## config.mk

```make
export PLATFORM = sky130hd
export DESIGN_NAME = spi_register_access_master_flat
export DESIGN_NICKNAME = d
export VERILOG_FILES = /design/src/rtl/sra_pkg.sv /design/src/rtl/sra_if.sv /design/src/rtl/sra_out_queue.sv /design/src/rtl/spi_register_access_master.sv /design/src/flat_wrapper.sv
export SDC_FILE = /design/constraint.sdc
export NUM_CORES = 1
export LEC_CHECK = 0
export ABC_CLOCK_PERIOD_IN_PS = 5800
export BUFFER_PORTS_ARGS = -buffer_cell sky130_fd_sc_hd__buf_2
export CORE_ASPECT_RATIO = 1.25
export CORE_MARGIN = 1.5
export CORE_UTILIZATION = 41
export CTS_BUF_LIST = sky130_fd_sc_hd__clkbuf_2 sky130_fd_sc_hd__clkbuf_4 sky130_fd_sc_hd__clkbuf_8
export CTS_CLUSTER_DIAMETER = 120
export DETAILED_ROUTE_END_ITERATION = 6
export SYNTH_ARGS = -nofsm -noshare
export SYNTH_HDL_FRONTEND = slang
export SYNTH_SLANG_ARGS = --single-unit
```

## constraint.sdc

```tcl
create_clock -name clk -period 5.8 [get_ports clk]
set_input_delay 0.87 -clock clk [delete_from_list [all_inputs] [get_ports clk]]
set_output_delay 0.87 -clock clk [all_outputs]
set_load 0.03 [all_outputs]
```

## src/rtl/sra_pkg.sv

```systemverilog
// ----------------------------------------------------------------------------
// SPI register access package
// Shared types, frame bytes and helpers for the SPI register access master.
// ----------------------------------------------------------------------------
package sra_pkg;

  typedef enum logic [2:0] {
    ACT_WRITE   = 3'd0,
    ACT_READ    = 3'd1,
    ACT_EXTRACT = 3'd2,
    ACT_MODIFY  = 3'd3,
    ACT_RX_BYTE = 3'd4
  } action_t;

  typedef enum logic [1:0] {
    KIND_WRITE   = 2'd0,
    KIND_READ    = 2'd1,
    KIND_EXTRACT = 2'd2,
    KIND_MODIFY  = 2'd3
  } kind_t;

  typedef enum logic [3:0] {
    PH_IDLE  = 4'b0001,
    PH_FRAME = 4'b0010,
    PH_POLL  = 4'b0100,
    PH_DATA  = 4'b1000
  } phase_t;

  typedef enum logic [0:0] {
    REG_WRITE_ATTEMPTS = 1'b0,
    REG_READ_ATTEMPTS  = 1'b1
  } reg_idx_t;

  localparam logic [7:0] BYTE_SYNC   = 8'h00;
  localparam logic [7:0] WR_OPCODE   = 8'h09;
  localparam logic [7:0] WR_LENGTH   = 8'h01;
  localparam logic [7:0] RD_OPCODE   = 8'h0A;
  localparam logic [7:0] RD_LENGTH   = 8'h05;
  localparam logic [7:0] POLL_BYTE   = 8'hFF;
  localparam logic [7:0] ACK_BYTE    = 8'h00;
  localparam logic [7:0] TIMEOUT_BYTE = 8'h11;

  localparam logic [3:0] WR_FRAME_LEN = 4'd12;
  localparam logic [3:0] RD_FRAME_LEN = 4'd7;
  localparam logic [3:0] DATA_BYTES   = 4'd4;

  localparam logic [4:0] WR_ATTEMPTS_RST = 5'd5;
  localparam logic [4:0] RD_ATTEMPTS_RST = 5'd20;
  localparam logic [4:0] RETRY_MAX       = 5'd31;

  typedef struct packed {
    logic        send_valid;
    logic [7:0]  send_byte;
    logic        select_active;
    logic        done_res;
    logic        status;
    logic [31:0] read_data;
    logic [4:0]  attempts_used;
    logic        last;
  } res_t;

  function automatic logic [4:0] limit_of(logic [4:0] v);
    return (v == 5'd0) ? 5'd1 : v;
  endfunction

endpackage

```

## src/rtl/sra_if.sv

```systemverilog
// ----------------------------------------------------------------------------
// SPI register access channels
// Valid/ready channels for request words and result words.
// ----------------------------------------------------------------------------
interface sra_in_if;
  logic        valid;
  logic        ready;
  logic [2:0]  action;
  logic [31:0] address;
  logic [31:0] write_data;
  logic [31:0] field_mask;
  logic [4:0]  field_shift;
  logic [7:0]  rx_byte;

  modport source (
    output valid, action, address, write_data, field_mask, field_shift, rx_byte,
    input  ready
  );
  modport sink (
    input  valid, action, address, write_data, field_mask, field_shift, rx_byte,
    output ready
  );
endinterface

interface sra_out_if;
  logic        valid;
  logic        ready;
  logic        send_valid;
  logic [7:0]  send_byte;
  logic        select_active;
  logic        done_res;
  logic        status;
  logic [31:0] read_data;
  logic [4:0]  attempts_used;
  logic        last;

  modport source (
    output valid, send_valid, send_byte, select_active, done_res, status,
           read_data, attempts_used, last,
    input  ready
  );
  modport sink (
    input  valid, send_valid, send_byte, select_active, done_res, status,
           read_data, attempts_used, last,
    output ready
  );
endinterface

```

## src/rtl/sra_out_queue.sv

```systemverilog
// ----------------------------------------------------------------------------
// SPI register access result queue
// Four-entry queue that takes up to two result words per cycle.
// ----------------------------------------------------------------------------
module sra_out_queue import sra_pkg::*; (
  input  logic       clk,
  input  logic       rst_n,
  input  logic [1:0] push_cnt,
  input  res_t       push0,
  input  res_t       push1,
  output logic       space_ok,
  output logic       head_valid,
  input  logic       head_ready,
  output res_t       head
);

  localparam int Depth = 4;
  localparam int AW    = $clog2(Depth);
  localparam int CW    = AW + 1;

  res_t           mem_r [Depth];
  logic [AW-1:0]  wr_ptr_r, wr_ptr_nxt;
  logic [AW-1:0]  rd_ptr_r, rd_ptr_nxt;
  logic [CW-1:0]  count_r, count_nxt;
  logic           pop;

  assign head_valid = (count_r != '0);
  assign head       = mem_r[rd_ptr_r];
  assign pop        = head_valid & head_ready;
  assign space_ok   = (count_r <= CW'(Depth - 2));

  always_comb begin
    wr_ptr_nxt = wr_ptr_r + AW'(push_cnt);
    rd_ptr_nxt = rd_ptr_r + AW'(pop);
    count_nxt  = count_r + CW'(push_cnt) - CW'(pop);
  end

  always_ff @(posedge clk) begin
    if (push_cnt != 2'd0) begin
      mem_r[wr_ptr_r] <= push0;
    end
    if (push_cnt == 2'd2) begin
      mem_r[wr_ptr_r + AW'(1)] <= push1;
    end
  end

  always_ff @(posedge clk) begin
    if (!rst_n) begin
      wr_ptr_r <= '0;
      rd_ptr_r <= '0;
      count_r  <= '0;
    end else begin
      wr_ptr_r <= wr_ptr_nxt;
      rd_ptr_r <= rd_ptr_nxt;
      count_r  <= count_nxt;
    end
  end

endmodule

```

## src/rtl/spi_register_access_master.sv

```systemverilog
// ----------------------------------------------------------------------------
// SPI register access master
// Frames register requests for a byte-wide SPI bridge and steps through
// polling, retries and data capture one received link byte at a time.
// ----------------------------------------------------------------------------
//  channel   direction  handshake      word
//  in_word   sink       valid/ready    request or received link byte
//  out_word  source     valid/ready    next byte, select, completion status
//  apb       slave      psel/penable   attempt limits at 0x0 and 0x4
//
//  One word is taken per cycle; its results are computed in that cycle and
//  land in a four-entry result queue, drained at one word per cycle while
//  out_word.ready is high. A word yields up to two results, so in_word.ready
//  falls while the queue has fewer than two free entries.
//  Synchronous active-low reset clears control state and loads limits 5/20.
// ----------------------------------------------------------------------------
module spi_register_access_master import sra_pkg::*; (
  input  logic        clk,
  input  logic        rst_n,
  input  logic        psel,
  input  logic        penable,
  input  logic        pwrite,
  input  logic [2:0]  paddr,
  input  logic [31:0] pwdata,
  output logic [31:0] prdata,
  output logic        pready,
  sra_in_if.sink      in_word,
  sra_out_if.source   out_word
);

  logic [4:0]  wr_att_r, rd_att_r;
  phase_t      phase_r, phase_nxt;
  kind_t       kind_r, kind_nxt;
  logic        wpend_r, wpend_nxt;
  logic [3:0]  idx_r, idx_nxt;
  logic [4:0]  left_r, left_nxt;
  logic [4:0]  retry_r, retry_nxt;
  logic [31:0] addr_r, addr_nxt;
  logic [31:0] data_r, data_nxt;
  logic [31:0] mask_r, mask_nxt;
  logic [4:0]  shift_r, shift_nxt;
  logic [31:0] rdsh_r, rdsh_nxt;

  logic        accept;
  logic        space_ok;
  logic        writing;
  logic [3:0]  idx_inc;
  logic [7:0]  fbyte;
  logic [1:0]  push_cnt;
  res_t        push0, push1, head;
  logic        head_valid;
  logic        cfg_wr;
  reg_idx_t    cfg_sel;

  // configuration port
  assign pready  = 1'b1;
  assign cfg_wr  = psel & penable & pwrite;
  assign cfg_sel = reg_idx_t'(paddr[2]);

  always_comb begin
    case (cfg_sel)
      REG_WRITE_ATTEMPTS: prdata = {27'd0, wr_att_r};
      REG_READ_ATTEMPTS:  prdata = {27'd0, rd_att_r};
      default:            prdata = '0;
    endcase
  end

  always_ff @(posedge clk) begin
    if (!rst_n) begin
      wr_att_r <= WR_ATTEMPTS_RST;
      rd_att_r <= RD_ATTEMPTS_RST;
    end else if (cfg_wr) begin
      case (cfg_sel)
        REG_WRITE_ATTEMPTS: wr_att_r <= pwdata[4:0];
        REG_READ_ATTEMPTS:  rd_att_r <= pwdata[4:0];
        default:            ;
      endcase
    end
  end

  // request engine
  assign in_word.ready = space_ok;
  assign accept        = in_word.valid & space_ok;
  assign writing       = (kind_r == KIND_WRITE) | ((kind_r == KIND_MODIFY) & wpend_r);
  assign idx_inc       = idx_r + 4'd1;

  always_comb begin
    case (idx_inc)
      4'd0:    fbyte = BYTE_SYNC;
      4'd1:    fbyte = writing ? WR_OPCODE : RD_OPCODE;
      4'd2:    fbyte = writing ? WR_LENGTH : RD_LENGTH;
      4'd3:    fbyte = addr_r[31:24];
      4'd4:    fbyte = addr_r[23:16];
      4'd5:    fbyte = addr_r[15:8];
      4'd6:    fbyte = addr_r[7:0];
      4'd7:    fbyte = writing ? data_r[31:24] : BYTE_SYNC;
      4'd8:    fbyte = writing ? data_r[23:16] : BYTE_SYNC;
      4'd9:    fbyte = writing ? data_r[15:8] : BYTE_SYNC;
      4'd10:   fbyte = writing ? data_r[7:0] : BYTE_SYNC;
      default: fbyte = BYTE_SYNC;
    endcase
  end

  always_comb begin
    res_t send_w, start_w, rel_w, fin_w;
    logic [4:0]  left_dec;
    logic [4:0]  retry_inc;
    logic [31:0] rx_sh;

    phase_nxt = phase_r;
    kind_nxt  = kind_r;
    wpend_nxt = wpend_r;
    idx_nxt   = idx_r;
    left_nxt  = left_r;
    retry_nxt = retry_r;
    addr_nxt  = addr_r;
    data_nxt  = data_r;
    mask_nxt  = mask_r;
    shift_nxt = shift_r;
    rdsh_nxt  = rdsh_r;
    push_cnt  = 2'd0;

    send_w = '{send_valid: 1'b1, send_byte: POLL_BYTE, select_active: 1'b1,
               done_res: 1'b0, status: 1'b0, read_data: 32'd0,
               attempts_used: 5'd0, last: 1'b1};
    start_w           = send_w;
    start_w.send_byte = BYTE_SYNC;
    rel_w             = '0;
    fin_w             = '0;
    fin_w.done_res    = 1'b1;
    fin_w.last        = 1'b1;
    fin_w.attempts_used = retry_r;
    push0     = send_w;
    push1     = start_w;

    left_dec  = left_r - 5'd1;
    retry_inc = (retry_r != RETRY_MAX) ? retry_r + 5'd1 : retry_r;
    rx_sh     = {rdsh_r[23:0], in_word.rx_byte};

    if (accept) begin
      if (in_word.action <= ACT_MODIFY) begin
        if (phase_r == PH_IDLE) begin
          kind_nxt  = kind_t'(in_word.action[1:0]);
          wpend_nxt = 1'b0;
          addr_nxt  = in_word.address;
          data_nxt  = in_word.write_data;
          mask_nxt  = in_word.field_mask;
          shift_nxt = in_word.field_shift;
          rdsh_nxt  = '0;
          retry_nxt = '0;
          left_nxt  = limit_of((in_word.action == ACT_WRITE) ? wr_att_r : rd_att_r);
          idx_nxt   = '0;
          phase_nxt = PH_FRAME;
          push0     = start_w;
          push_cnt  = 2'd1;
        end
      end else if (in_word.action == ACT_RX_BYTE) begin
        case (phase_r)
          PH_FRAME: begin
            idx_nxt  = idx_inc;
            push_cnt = 2'd1;
            if (idx_inc < (writing ? WR_FRAME_LEN : RD_FRAME_LEN)) begin
              push0.send_byte = fbyte;
            end else begin
              phase_nxt = PH_POLL;
            end
          end
          PH_POLL: begin
            push_cnt = 2'd1;
            if (in_word.rx_byte == ACK_BYTE) begin
              if (writing) begin
                phase_nxt = PH_IDLE;
                wpend_nxt = 1'b0;
                push0     = fin_w;
              end else begin
                phase_nxt = PH_DATA;
                idx_nxt   = '0;
                rdsh_nxt  = '0;
              end
            end else if (in_word.rx_byte == TIMEOUT_BYTE) begin
              left_nxt  = left_dec;
              retry_nxt = retry_inc;
              if (left_dec == 5'd0) begin
                phase_nxt           = PH_IDLE;
                wpend_nxt           = 1'b0;
                push0               = fin_w;
                push0.status        = 1'b1;
                push0.attempts_used = retry_inc;
              end else begin
                idx_nxt   = '0;
                phase_nxt = PH_FRAME;
                push0     = rel_w;
                push_cnt  = 2'd2;
              end
            end
          end
          PH_DATA: begin
            rdsh_nxt = rx_sh;
            idx_nxt  = idx_inc;
            push_cnt = 2'd1;
            if (idx_inc >= DATA_BYTES) begin
              case (kind_r)
                KIND_EXTRACT: begin
                  phase_nxt       = PH_IDLE;
                  wpend_nxt       = 1'b0;
                  push0           = fin_w;
                  push0.read_data = (rx_sh & mask_r) >> shift_r;
                end
                KIND_MODIFY: begin
                  data_nxt  = (rx_sh & ~mask_r) + (data_r << shift_r);
                  wpend_nxt = 1'b1;
                  left_nxt  = limit_of(wr_att_r);
                  idx_nxt   = '0;
                  phase_nxt = PH_FRAME;
                  push0     = rel_w;
                  push_cnt  = 2'd2;
                end
                default: begin
                  phase_nxt       = PH_IDLE;
                  wpend_nxt       = 1'b0;
                  push0           = fin_w;
                  push0.read_data = rx_sh;
                end
              endcase
            end
          end
          default: ;
        endcase
      end
    end
  end

  always_ff @(posedge clk) begin
    if (!rst_n) begin
      phase_r <= PH_IDLE;
      kind_r  <= KIND_WRITE;
      wpend_r <= 1'b0;
      idx_r   <= '0;
      left_r  <= '0;
      retry_r <= '0;
    end else begin
      phase_r <= phase_nxt;
      kind_r  <= kind_nxt;
      wpend_r <= wpend_nxt;
      idx_r   <= idx_nxt;
      left_r  <= left_nxt;
      retry_r <= retry_nxt;
    end
  end

  always_ff @(posedge clk) begin
    addr_r  <= addr_nxt;
    data_r  <= data_nxt;
    mask_r  <= mask_nxt;
    shift_r <= shift_nxt;
    rdsh_r  <= rdsh_nxt;
  end

  sra_out_queue u_queue (
    .clk        (clk),
    .rst_n      (rst_n),
    .push_cnt   (push_cnt),
    .push0      (push0),
    .push1      (push1),
    .space_ok   (space_ok),
    .head_valid (head_valid),
    .head_ready (out_word.ready),
    .head       (head)
  );

  assign out_word.valid         = head_valid;
  assign out_word.send_valid    = head.send_valid;
  assign out_word.send_byte     = head.send_byte;
  assign out_word.select_active = head.select_active;
  assign out_word.done_res      = head.done_res;
  assign out_word.status        = head.status;
  assign out_word.read_data     = head.read_data;
  assign out_word.attempts_used = head.attempts_used;
  assign out_word.last          = head.last;

endmodule

```

## src/flat_wrapper.sv

```systemverilog
// flat-port wrapper written by rule: the top's interface ports become plain ports
module spi_register_access_master_flat import sra_pkg::*;
  (clk, rst_n, psel, penable, pwrite, paddr, pwdata, prdata, pready, in_word_valid, in_word_action, in_word_address, in_word_write_data, in_word_field_mask, in_word_field_shift, in_word_rx_byte, in_word_ready, out_word_valid, out_word_send_valid, out_word_send_byte, out_word_select_active, out_word_done_res, out_word_status, out_word_read_data, out_word_attempts_used, out_word_last, out_word_ready);
  sra_in_if in_word_i ();
  sra_out_if out_word_i ();
  input  logic clk;
  input  logic rst_n;
  input  logic psel;
  input  logic penable;
  input  logic pwrite;
  input  logic [2:0] paddr;
  input  logic [31:0] pwdata;
  output logic [31:0] prdata;
  output logic pready;
  input wire logic [$bits(in_word_i.valid)-1:0] in_word_valid;
  input wire logic [$bits(in_word_i.action)-1:0] in_word_action;
  input wire logic [$bits(in_word_i.address)-1:0] in_word_address;
  input wire logic [$bits(in_word_i.write_data)-1:0] in_word_write_data;
  input wire logic [$bits(in_word_i.field_mask)-1:0] in_word_field_mask;
  input wire logic [$bits(in_word_i.field_shift)-1:0] in_word_field_shift;
  input wire logic [$bits(in_word_i.rx_byte)-1:0] in_word_rx_byte;
  output wire logic [$bits(in_word_i.ready)-1:0] in_word_ready;
  output wire logic [$bits(out_word_i.valid)-1:0] out_word_valid;
  output wire logic [$bits(out_word_i.send_valid)-1:0] out_word_send_valid;
  output wire logic [$bits(out_word_i.send_byte)-1:0] out_word_send_byte;
  output wire logic [$bits(out_word_i.select_active)-1:0] out_word_select_active;
  output wire logic [$bits(out_word_i.done_res)-1:0] out_word_done_res;
  output wire logic [$bits(out_word_i.status)-1:0] out_word_status;
  output wire logic [$bits(out_word_i.read_data)-1:0] out_word_read_data;
  output wire logic [$bits(out_word_i.attempts_used)-1:0] out_word_attempts_used;
  output wire logic [$bits(out_word_i.last)-1:0] out_word_last;
  input wire logic [$bits(out_word_i.ready)-1:0] out_word_ready;
  assign in_word_i.valid = in_word_valid;
  assign in_word_i.action = in_word_action;
  assign in_word_i.address = in_word_address;
  assign in_word_i.write_data = in_word_write_data;
  assign in_word_i.field_mask = in_word_field_mask;
  assign in_word_i.field_shift = in_word_field_shift;
  assign in_word_i.rx_byte = in_word_rx_byte;
  assign in_word_ready = in_word_i.ready;
  assign out_word_valid = out_word_i.valid;
  assign out_word_send_valid = out_word_i.send_valid;
  assign out_word_send_byte = out_word_i.send_byte;
  assign out_word_select_active = out_word_i.select_active;
  assign out_word_done_res = out_word_i.done_res;
  assign out_word_status = out_word_i.status;
  assign out_word_read_data = out_word_i.read_data;
  assign out_word_attempts_used = out_word_i.attempts_used;
  assign out_word_last = out_word_i.last;
  assign out_word_i.ready = out_word_ready;
  spi_register_access_master u_core (.clk(clk), .rst_n(rst_n), .psel(psel), .penable(penable), .pwrite(pwrite), .paddr(paddr), .pwdata(pwdata), .prdata(prdata), .pready(pready), .in_word(in_word_i), .out_word(out_word_i));
endmodule
```

; ---- Word level (Yosys, flattened, before mapping)
; Memories as Yosys holds them, arrays and structs flattened. A register that Yosys moved wholly into a read port is not among the register bits.
; Cells that the tools add are included.
[word_totals]
n_memories = 1
wordCells = 201
mem_bits_rw = 200
out_inout_bits = 85
inputBits = 154
register_bits = 163
[op_classes]
shifts = 2
mux = 99
order_cmp = 4
eq_ne = 34
bitwise_logic = 10
n_addsub = 9
n_reduce_logical = 26
[mem_list]
columns = memory, depth, width, read_ports, rd_ports_with_merged_regs, wr, line
row1 = u_core.u_queue.mem_r, 4, 50, 1, 1, 2, sra_out_queue.sv:21  ; res_t mem_r [Depth];
[ops]
columns = cell, n
row1 = two-way mux 50 bit, 7
row2 = two-way mux 32 bit, 6
row3 = two-way mux 24 bit, 5
row4 = two-way mux 5 bit, 17
row5 = one-hot mux 41 bit (2 select lines), 1
row6 = one-hot mux 40 bit (2 select lines), 1
row7 = one-hot mux 8 bit (10 select lines), 1
row8 = two-way mux 4 bit, 18
row9 = bitwise AND 32 bit, 2
row10 = one-hot mux 32 bit (2 select lines), 1
row11 = two-way mux 49 bit, 1
row12 = one-hot mux 24 bit (2 select lines), 1
row13 = two-way mux 40 bit, 1
row14 = two-way mux 8 bit, 5
row15 = adder 32 bit, 1
row16 = inverter 32 bit, 1
row17 = << shifter 32 x 5 -> 32 bit, 1
row18 = right shift 32 x 5 -> 32 bit, 1
row19 = two-way mux 2 bit, 12
row20 = one-hot mux 4 bit (3 select lines), 2
row21 = one-hot mux 8 bit (3 select lines), 1
row22 = "equality test 4 x 3 -> 1 bit, second input constant", 5
row23 = AND reduction 6 bit, 3
row24 = "equality test 4 bit, second input constant", 4
row25 = other kinds (44), 86

; ---- Depth between registers and ports, before layout
; Gate-level depths: netlist of the first run.
[depth]
depth_word = 12
ltp_mapped = 21

; ---- By module
; Synthesis of the first run repeated with hierarchy kept, for this count alone.
[hier_totals]
hier_cells = 1933
hier_area_um2 = 22759.3
[by_module_without_submodules]
columns = module, area_each_um2, seq_area_each_um2, n_inst, cells_each
row1 = spi_register_access_master, 12504.5, 4374.2, 1, 1403
row2 = sra_out_queue, 10254.8, 6145.9, 1, 530

; ---- Worst setup path after synthesis of the first run
; OpenSTA, ideal clock, no wires.
[synth_path]
path_type = reg2reg
start = register u_core.shift_r[1]
end = register u_core.data_r[26], data pin
period_less_slack_ps = 5089
path_buffers = 5
path_slack_ps = 711
required_time_ps = 5540
stages_incl_launch_ff = 19
setup_time_ps = 260
arrival_time_ps = 4829
path_cell_list = edfxtp_1 clkbuf_1 clkbuf_1 clkbuf_1 buf_1 mux4_2 mux2_2 o21ai_0 nor2_1 ha_1 clkbuf_1 and3_1 nand3_1 o41ai_1 a221oi_1 o21ai_0 a21oi_1 xnor2_1 mux2_2
[synth_between]
elab_chain_len = 7
[synth_rtl]
columns = element, line
row1 = start: declaration, spi_register_access_master.sv:41  ; logic [4:0] shift_r, shift_nxt;
row2 = start signal: assignment, spi_register_access_master.sv:255  ; shift_r <= shift_nxt;
row3 = << shifter 32 x 5 -> 32 bit, spi_register_access_master.sv:210  ; data_nxt = (rx_sh & ~mask_r) + (data_r << shift_r);
row4 = adder 32 bit, spi_register_access_master.sv:210
row5 = two-way mux 32 bit, spi_register_access_master.sv:202  ; case (kind_r)
row6 = two-way mux 32 bit, spi_register_access_master.sv:201  ; if (idx_inc >= DATA_BYTES) begin
row7 = two-way mux 32 bit, spi_register_access_master.sv:158  ; case (phase_r)
row8 = two-way mux 32 bit, spi_register_access_master.sv:157  ; end else if (in_word.action == ACT_RX_BYTE) begin
row9 = two-way mux 32 bit, spi_register_access_master.sv:141  ; if (in_word.action <= ACT_MODIFY) begin
row10 = end signal: assignment, spi_register_access_master.sv:253  ; data_r <= data_nxt;
row11 = end: declaration, spi_register_access_master.sv:39  ; logic [31:0] data_r, data_nxt;
; Every way passes these cells. The select of a mux whose other input is x is not followed.
; A chain may end at the register's enable or synchronous reset.

; ---- Worst setup path after layout of the first run
[layout_path]
start = register u_core.shift_r[0]
end = register u_core.data_r[31], data pin
; The elaborated chain is that of the path after synthesis.

==> impl_results.md, run 1 <==
- Crit Path Max Fanout: 83
- Reg2reg start: u_core.shift_r[0]
- Hold Buf Count CTS: 0
- Post-Synthesis Cells: 2,210
- R2R setup slack: 900 ps
- Achievable Freq: 0.204 GHz
- Reg-to-reg endpoint: u_core.data_r[31]
- First-pass GRT wire length: 102,000 um
- DRT antenna net count: 0
- Count of warnings emitted by yosys: 0
- Mux cell area share after synthesis: 14.9%
- Die area: 51,300 um^2
- Final WS setup: 896 ps
- Area delta synth->final: 12.8%
- Post-synth EDFFs: 125
- Main flop type after synthesis: dfxtp_1
- Slew margin rel.: 23.1%
- Vias: 17,600
- Initial DRC Count: 1,369
- # setup viols final: 0
- Hold path start: in_word_field_mask[20]
- #FFs+latches synth: 359
- Congestion Overflow GR: 0
- Critical path capture point type: register
- # port buffers: 181
- Met3 WL: 4050 um
- Worst Hold Class: in -> reg
- Worst path slowest cell: mux4_2
- Simple-Gate Fraction of Synth Area: 16.8%
- Hold Crit Depth: 1
- Synth cell types: 72
- H-tree depth: 2
- Largest net degree at the start of global routing: 84
- Wirelength per Cell: 22.3 um
- Max-slew violation count: 0
- TritonCTS clock tree: yes
- Mean Syn Cell Area: 9.27 um^2
- Hold EP: u_core.mask_r[20]
- Largest family of logic cells by synthesized area: compound AO/OA/AOI/OAI gates
- Status: complete, no violations
- Setup TNS: 0 ps
- Commonest cells after routing, fill and taps aside: nand2_1 (314), dfxtp_1 (232), nor2_1 (222), a21oi_1 (187), buf_2 (181)
- Worst r2r path cells: 15
- Cell Pwr Density: 336 nW/um^2
- Seq/Total Area, Yosys: 41.2%
- Max IR drop VDD: 0.000181 V
- Layout cells sized above 1: 20.1%
- Detail Placement HPWL: 48,300 um
- Top post-synthesis cells by area: dfxtp_1 (23%), edfxtp_1 (18%), mux4_2 (8.6%)
- Initial antenna violation count: 3
- Final period util: 84.5%
- IO Count: 239
- Ys async rst share: 0%
- Min Clock Period, post-route: 4900 ps
- Pre-CTS setup slack: 945 ps
- # DRC: 0
- Top layer in use: met4
- Register area: 8440 um^2
- Worst stage delay on the critical path: 600 ps
- Setup crit start kind: register
- Pleak: 8.64 nW
- Core area: 49,300 um^2
- Unrepaired setup endpoints after global routing: no
- Synth Area in Compound Gates: 17.8%
- Met1 WL: 27,800 um
- Clk_lat worst skew: 690 ps
- Placer congestion estimate: 0.945
- Starting density of the core: 41.5%
- Die span in x: 203 um
- Vias per inst: 5.81
- Most common cell on crit path: nand3_1
- Final #Nets: 2,529
- Post-Synth XOR/XNOR Area: 1.45%
- # clock sinks: 359
- Vias in the first global route: 17,000
- Row count: 91
- Number of max-cap violations: 0
- Die Height: 253 um
- Data arrival time of the critical path: 5310 ps
- Commonest non-fill, non-tap cell in the layout: nand2_1
- Clock Skew: 35.4 ps
- Least-Margin Pin Slew: 1150 ps
- Yosys top cell area share: 22.9%
- CP cell instances: buf_12, mux4_2, mux2_2, o21ai_0, nor2_1, ha_1, and4_1, nand3_1, a211oi_1, o211ai_1, o2111ai_1, nand3_1, a21boi_0, or4_1, nand3_1
- Cts bufs inserted: 59
- Max Root-Sink Buffers: 3
- Postcts setup bufs: 0
- Routed WL: 67,500 um
- All-Layer GR Usage: 25.8%
- Fin. Hold Viols: 0
- Synth Cell Area: 20,500 um^2
- Initial DRT Pass Iterations: 7
- CTS Root Cell: clkbuf_8
- Layout filler cell count: 4,755
- Post-synthesis adder-cell area fraction: 2.94%
- Multi-input logic area: 11,200 um^2
- Post_cts resized: 0
- Metal2 WL: 32,600 um
- CP required: 6210 ps
- Worst setup path class: reg -> reg
- Cell taking the most area after synthesis: dfxtp_1
- Worst-path clk slew: 60 ps
-- area by class of cell --
cell class | count | area share [%]
multi-input cells | 1648 | 48.6
clock buffers | 88 | 4.59
diodes | 1 | 0.0108
clock inverters | 19 | 0.845
repair buffers | 217 | 5.20
inverters | 43 | 0.699
well taps | 651 | 3.53
flip-flops and latches | 359 | 36.5
-- critical path, delay by kind of cell (launching register included) --
family | cells | cell delay, ps
compound gates | 5 | 1650
fa+ha+maj | 1 | 450
buf+inv | 1 | 340
flops | 1 | 420
mux | 2 | 880
simple gates | 6 | 860
-- cell families (layout without fill, tap and decap cells) --
logic type | Yosys count | count (layout)
fa+ha+maj | 47 | 47
buf+inv | 229 | 367
flops | 359 | 359
simple gates | 771 | 771
xor+xnor | 34 | 34
compound gates | 566 | 566
other cells | 2 | 29
mux | 202 | 202
-- registers in the layout (all words and copies together) (netlist names) --
register / count
u_core.phase_r: 4
u_core.idx_r: 4
u_core.data_r: 32
u_core.retry_r: 5
u_core.wpend_r: 1
u_core.left_r: 5
u_core.addr_r: 32
u_core.u_queue.wr_ptr_r: 2
u_core.kind_r: 2
u_core.rd_att_r: 5
u_core.u_queue.rd_ptr_r: 2
u_core.rdsh_r: 24
u_core.u_queue.mem_r: 196
u_core.mask_r: 32
u_core.wr_att_r: 5
u_core.shift_r: 5
u_core.u_queue.count_r: 3
-- worst max path at each step --
stage,startpoint,end,slack [ps]
detailed placement,u_core.shift_r[0],u_core.data_r[26],950
global placement,u_core.shift_r[0],u_core.data_r[26],990
CTS,u_core.shift_r[0],u_core.data_r[26],920
finish,u_core.shift_r[0],u_core.data_r[31],900
floorplan,u_core.shift_r[1],u_core.data_r[26],710
global route,u_core.shift_r[0],u_core.data_r[26],460
-- Yosys cell counts (all sizes together) (4+ instances only) --
master   number
xor2         11
o22a          6
o31ai         4
a211oi       67
inv          40
nor2        226
ha           45
nor2b        54
a222oi        7
mux4         78
a221oi        5
o22ai        24
or3           7
nand3        45
a22oi        41
a21o         12
nand3b       12
dfxtp       234
a221o         5
or2           7
nand2b        9
o21bai        5
xnor2        23
and2         24
a32oi         4
nor4          8
o211ai       16
a21oi       189
o21a         24
edfxtp      125
buf          59
mux2i        73
nor3         27
and3         22
a21boi        5
nand2       314
or4           4
mux2         51
a31oi         7
a22o         20
o2bb2ai      14
o21ai        90
clkbuf      127
-- per-layer routing --
layer	vias to the layer above	global-route usage [%]
met5	-	0
met4	0	12.1
met3	136	2.95
met2	694	43.6
met1	8479	33.0
li1	8263	-
-- stage by stage --
stage          instance area, um^2  util (%)  hold slack (ps)  total power, mW  std cells
2_1_floorplan                20600         -              427             4.77       2236
3_3_place_gp                 21800      44.3              438             5.39       2918
3_5_place_dp                 21800      44.3              443             5.42       2918
4_1_cts                      23100      46.9              314             7.81       3025
5_1_grt                      23100      46.9              338             8.12       3026
6_report                     23100      46.9              372             7.76       3026
-- power by group --
part           switching [mW]  internal, mW  total, mW
Sequential              0.254          2.91       3.16
Combinational            1.33         0.897       2.22
Clock                    1.06          1.31       2.37
(Power assumes the default switching activity.)
==> inputs of run 2 (changes only) <==
--- a/config.mk
+++ b/config.mk
@@ -5,7 +5,7 @@
 export SDC_FILE = /design/constraint.sdc
 export NUM_CORES = 1
 export LEC_CHECK = 0
-export ABC_CLOCK_PERIOD_IN_PS = 5800
+export ABC_CLOCK_PERIOD_IN_PS = 4400
 export BUFFER_PORTS_ARGS = -buffer_cell sky130_fd_sc_hd__buf_2
 export CORE_ASPECT_RATIO = 1.25
 export CORE_MARGIN = 1.5
==> constraint.sdc (replaced) <==
create_clock -name clk -period 4.4 [get_ports clk]
set_input_delay 0.66 -clock clk [delete_from_list [all_inputs] [get_ports clk]]
set_output_delay 0.66 -clock clk [all_outputs]
set_load 0.03 [all_outputs]
==> impl_results.md, run 2 (synthesis gave the netlist of run 1 again) <==
- Status: complete, no violations
- Core area: 49,300 um^2
- Setup TNS: 0 ps
- Filler-free cell count of the finished design: 3,081
- # port buffers: 181
- Worst stage delay on the critical path: 520 ps
- Worst hold slack: 132 ps
- Wirelength per Cell: 22.2 um
- DRT antenna net count: 0
- Least-Margin Pin Slew: 895 ps
- Utilization after layout: 48.1%
- Vias per inst: 5.77
- Routed WL: 68,600 um
- All-Layer GR Usage: 26.3%
- Critical path capture point type: register
- Congestion Overflow GR: 0
- Commonest cells after routing, fill and taps aside: nand2_1 (314), dfxtp_1 (232), nor2_1 (222), a21oi_1 (187), buf_2 (181)
- Placed Instance Area: 22,300 um^2
- CP required: 4850 ps
- Max IR drop VDD: 0.000271 V
- Finished Cell Area: 23,700 um^2
- Worst-path clk slew: 60 ps
- Worst Hold Class: in -> reg
- Cell Pwr Density: 441 nW/um^2
- Row count: 91
- Clk_lat worst skew: 700 ps
- Max Root-Sink Buffers: 3
- Cts bufs inserted: 59
- Final WS setup: 206 ps
- Fin. Hold Viols: 0
- Crit Path Max Fanout: 14
- Largest Register: u_core.u_queue.mem_r
- Layout cells sized above 1: 22.1%
- Detail Placement HPWL: 49,900 um
- # DRC: 0
- IO Count: 239
- Placer congestion estimate: 0.949
- Final period util: 95.3%
- Largest net degree at the start of global routing: 51
- Die area: 51,300 um^2
- Worst path slowest cell: mux4_2
- Total power: 10.5 mW
- Vias in the first global route: 17,500
- Achievable Freq: 0.238 GHz
- Max reg flops: 196
- # clock sinks: 359
- Die Height: 253 um
- Starting density of the core: 41.5%
- Commonest non-fill, non-tap cell in the layout: nand2_1
- # setup viols final: 0
- TritonCTS clock tree: yes
- H-tree depth: 2
- Pre-CTS setup slack: 47.1 ps
- Most common cell on crit path: buf_4
- Pleak: 9.00 nW
- Number of max-cap violations: 0
- Clock Skew: 33.1 ps
- Worst setup path class: reg -> reg
- Min Clock Period, post-route: 4190 ps
- Max-slew violation count: 0
- Initial DRC Count: 1,436
- First-pass GRT wire length: 103,000 um
- Data arrival time of the critical path: 4650 ps
- Die span in x: 203 um
- Area delta synth->final: 15.7%
- CTS Root Cell: clkbuf_8
- Post-Place Cells: 2,967
- Slew margin rel.: 39.9%
- Vias: 17,800
- Final #Nets: 2,581
- Initial DRT Pass Iterations: 6
- CP cell instances: buf_12, mux4_2, mux2i_1, o22a_1, nor2_1, ha_1, and4_1, nand3_1, a211oi_1, buf_4, o211ai_1, buf_4, o2111ai_1, nand3_1, buf_4, nand2_1, xor2_1, mux2_2
- Initial antenna violation count: 3
- Setup crit start kind: register
## run 2: changes by cell type in the layout (fill, tap and decap cells not counted), moves of 2 or more
cell and delta:
clkinvlp_4 -2, buf_12 +4, clkbuf_4 -6, clkbuf_8 +7, buf_4 +46, diode_2 +2
o21ai_0 -4, o41ai_1 -2, o21ai_2 +3
## run 2: power by group
| part | internal, mW | switching (mW) |
|---|---|---|
| logic | 1.28 | 1.83 |
| clock network | 1.80 | 1.42 |
| registers | 3.83 | 0.301 |
| total | 6.91 | 3.55 |
## run 2: critical path: cells and delay by family (launching register included)
family          cells  cell delay [ps]
mux                 3              980
simple gates        5              640
flops               1              390
xor+xnor            1               70
buf+inv             4              680
compound gates      4              810
fa+ha+maj           1              360
## run 2: final timing paths
kind	endpoint	cells after the start	slack, ps	startpoint
worst max-delay path	u_core.data_r[29]	18	210	u_core.shift_r[0]
worst min-delay path	u_core.addr_r[18]	1	130	in_word_address[18]
worst max register to register	u_core.data_r[29]	18	210	u_core.shift_r[0]
worst min register to register	u_core.u_queue.mem_r[1][5]	2	460	u_core.u_queue.mem_r[1][5]
## run 2: area by class of cell
cell class                      count  area, um^2
Multi-Input combinational cell   1648       11300
Fill cell                        4709       25600
Tap cell                          651         815
Timing Repair Buffer              269        1660
Clock buffer                       89        1110
Inverter                           43         161
Antenna cell                        3        7.51
Clock inverter                     19         193
Sequential cell                   359        8440
## run 2: routing by layer
metal  part of all wire, %  track usage, %  vias to the layer above
met5                     0               0                        -
met1                    40            32.7                     8668
met3                   5.9            3.73                      133
met2                    49            45.1                      622
met4                   4.3            12.0                        0
li1                      -               -                     8344
## run 2: what timing repair did
item / 4_1_cts / 5_1_grt
buffers inserted: 0 / 2
gates resized for setup: 0 / 12
setup endpoints to repair: 0 / 8
hold buffers: 0 / 0
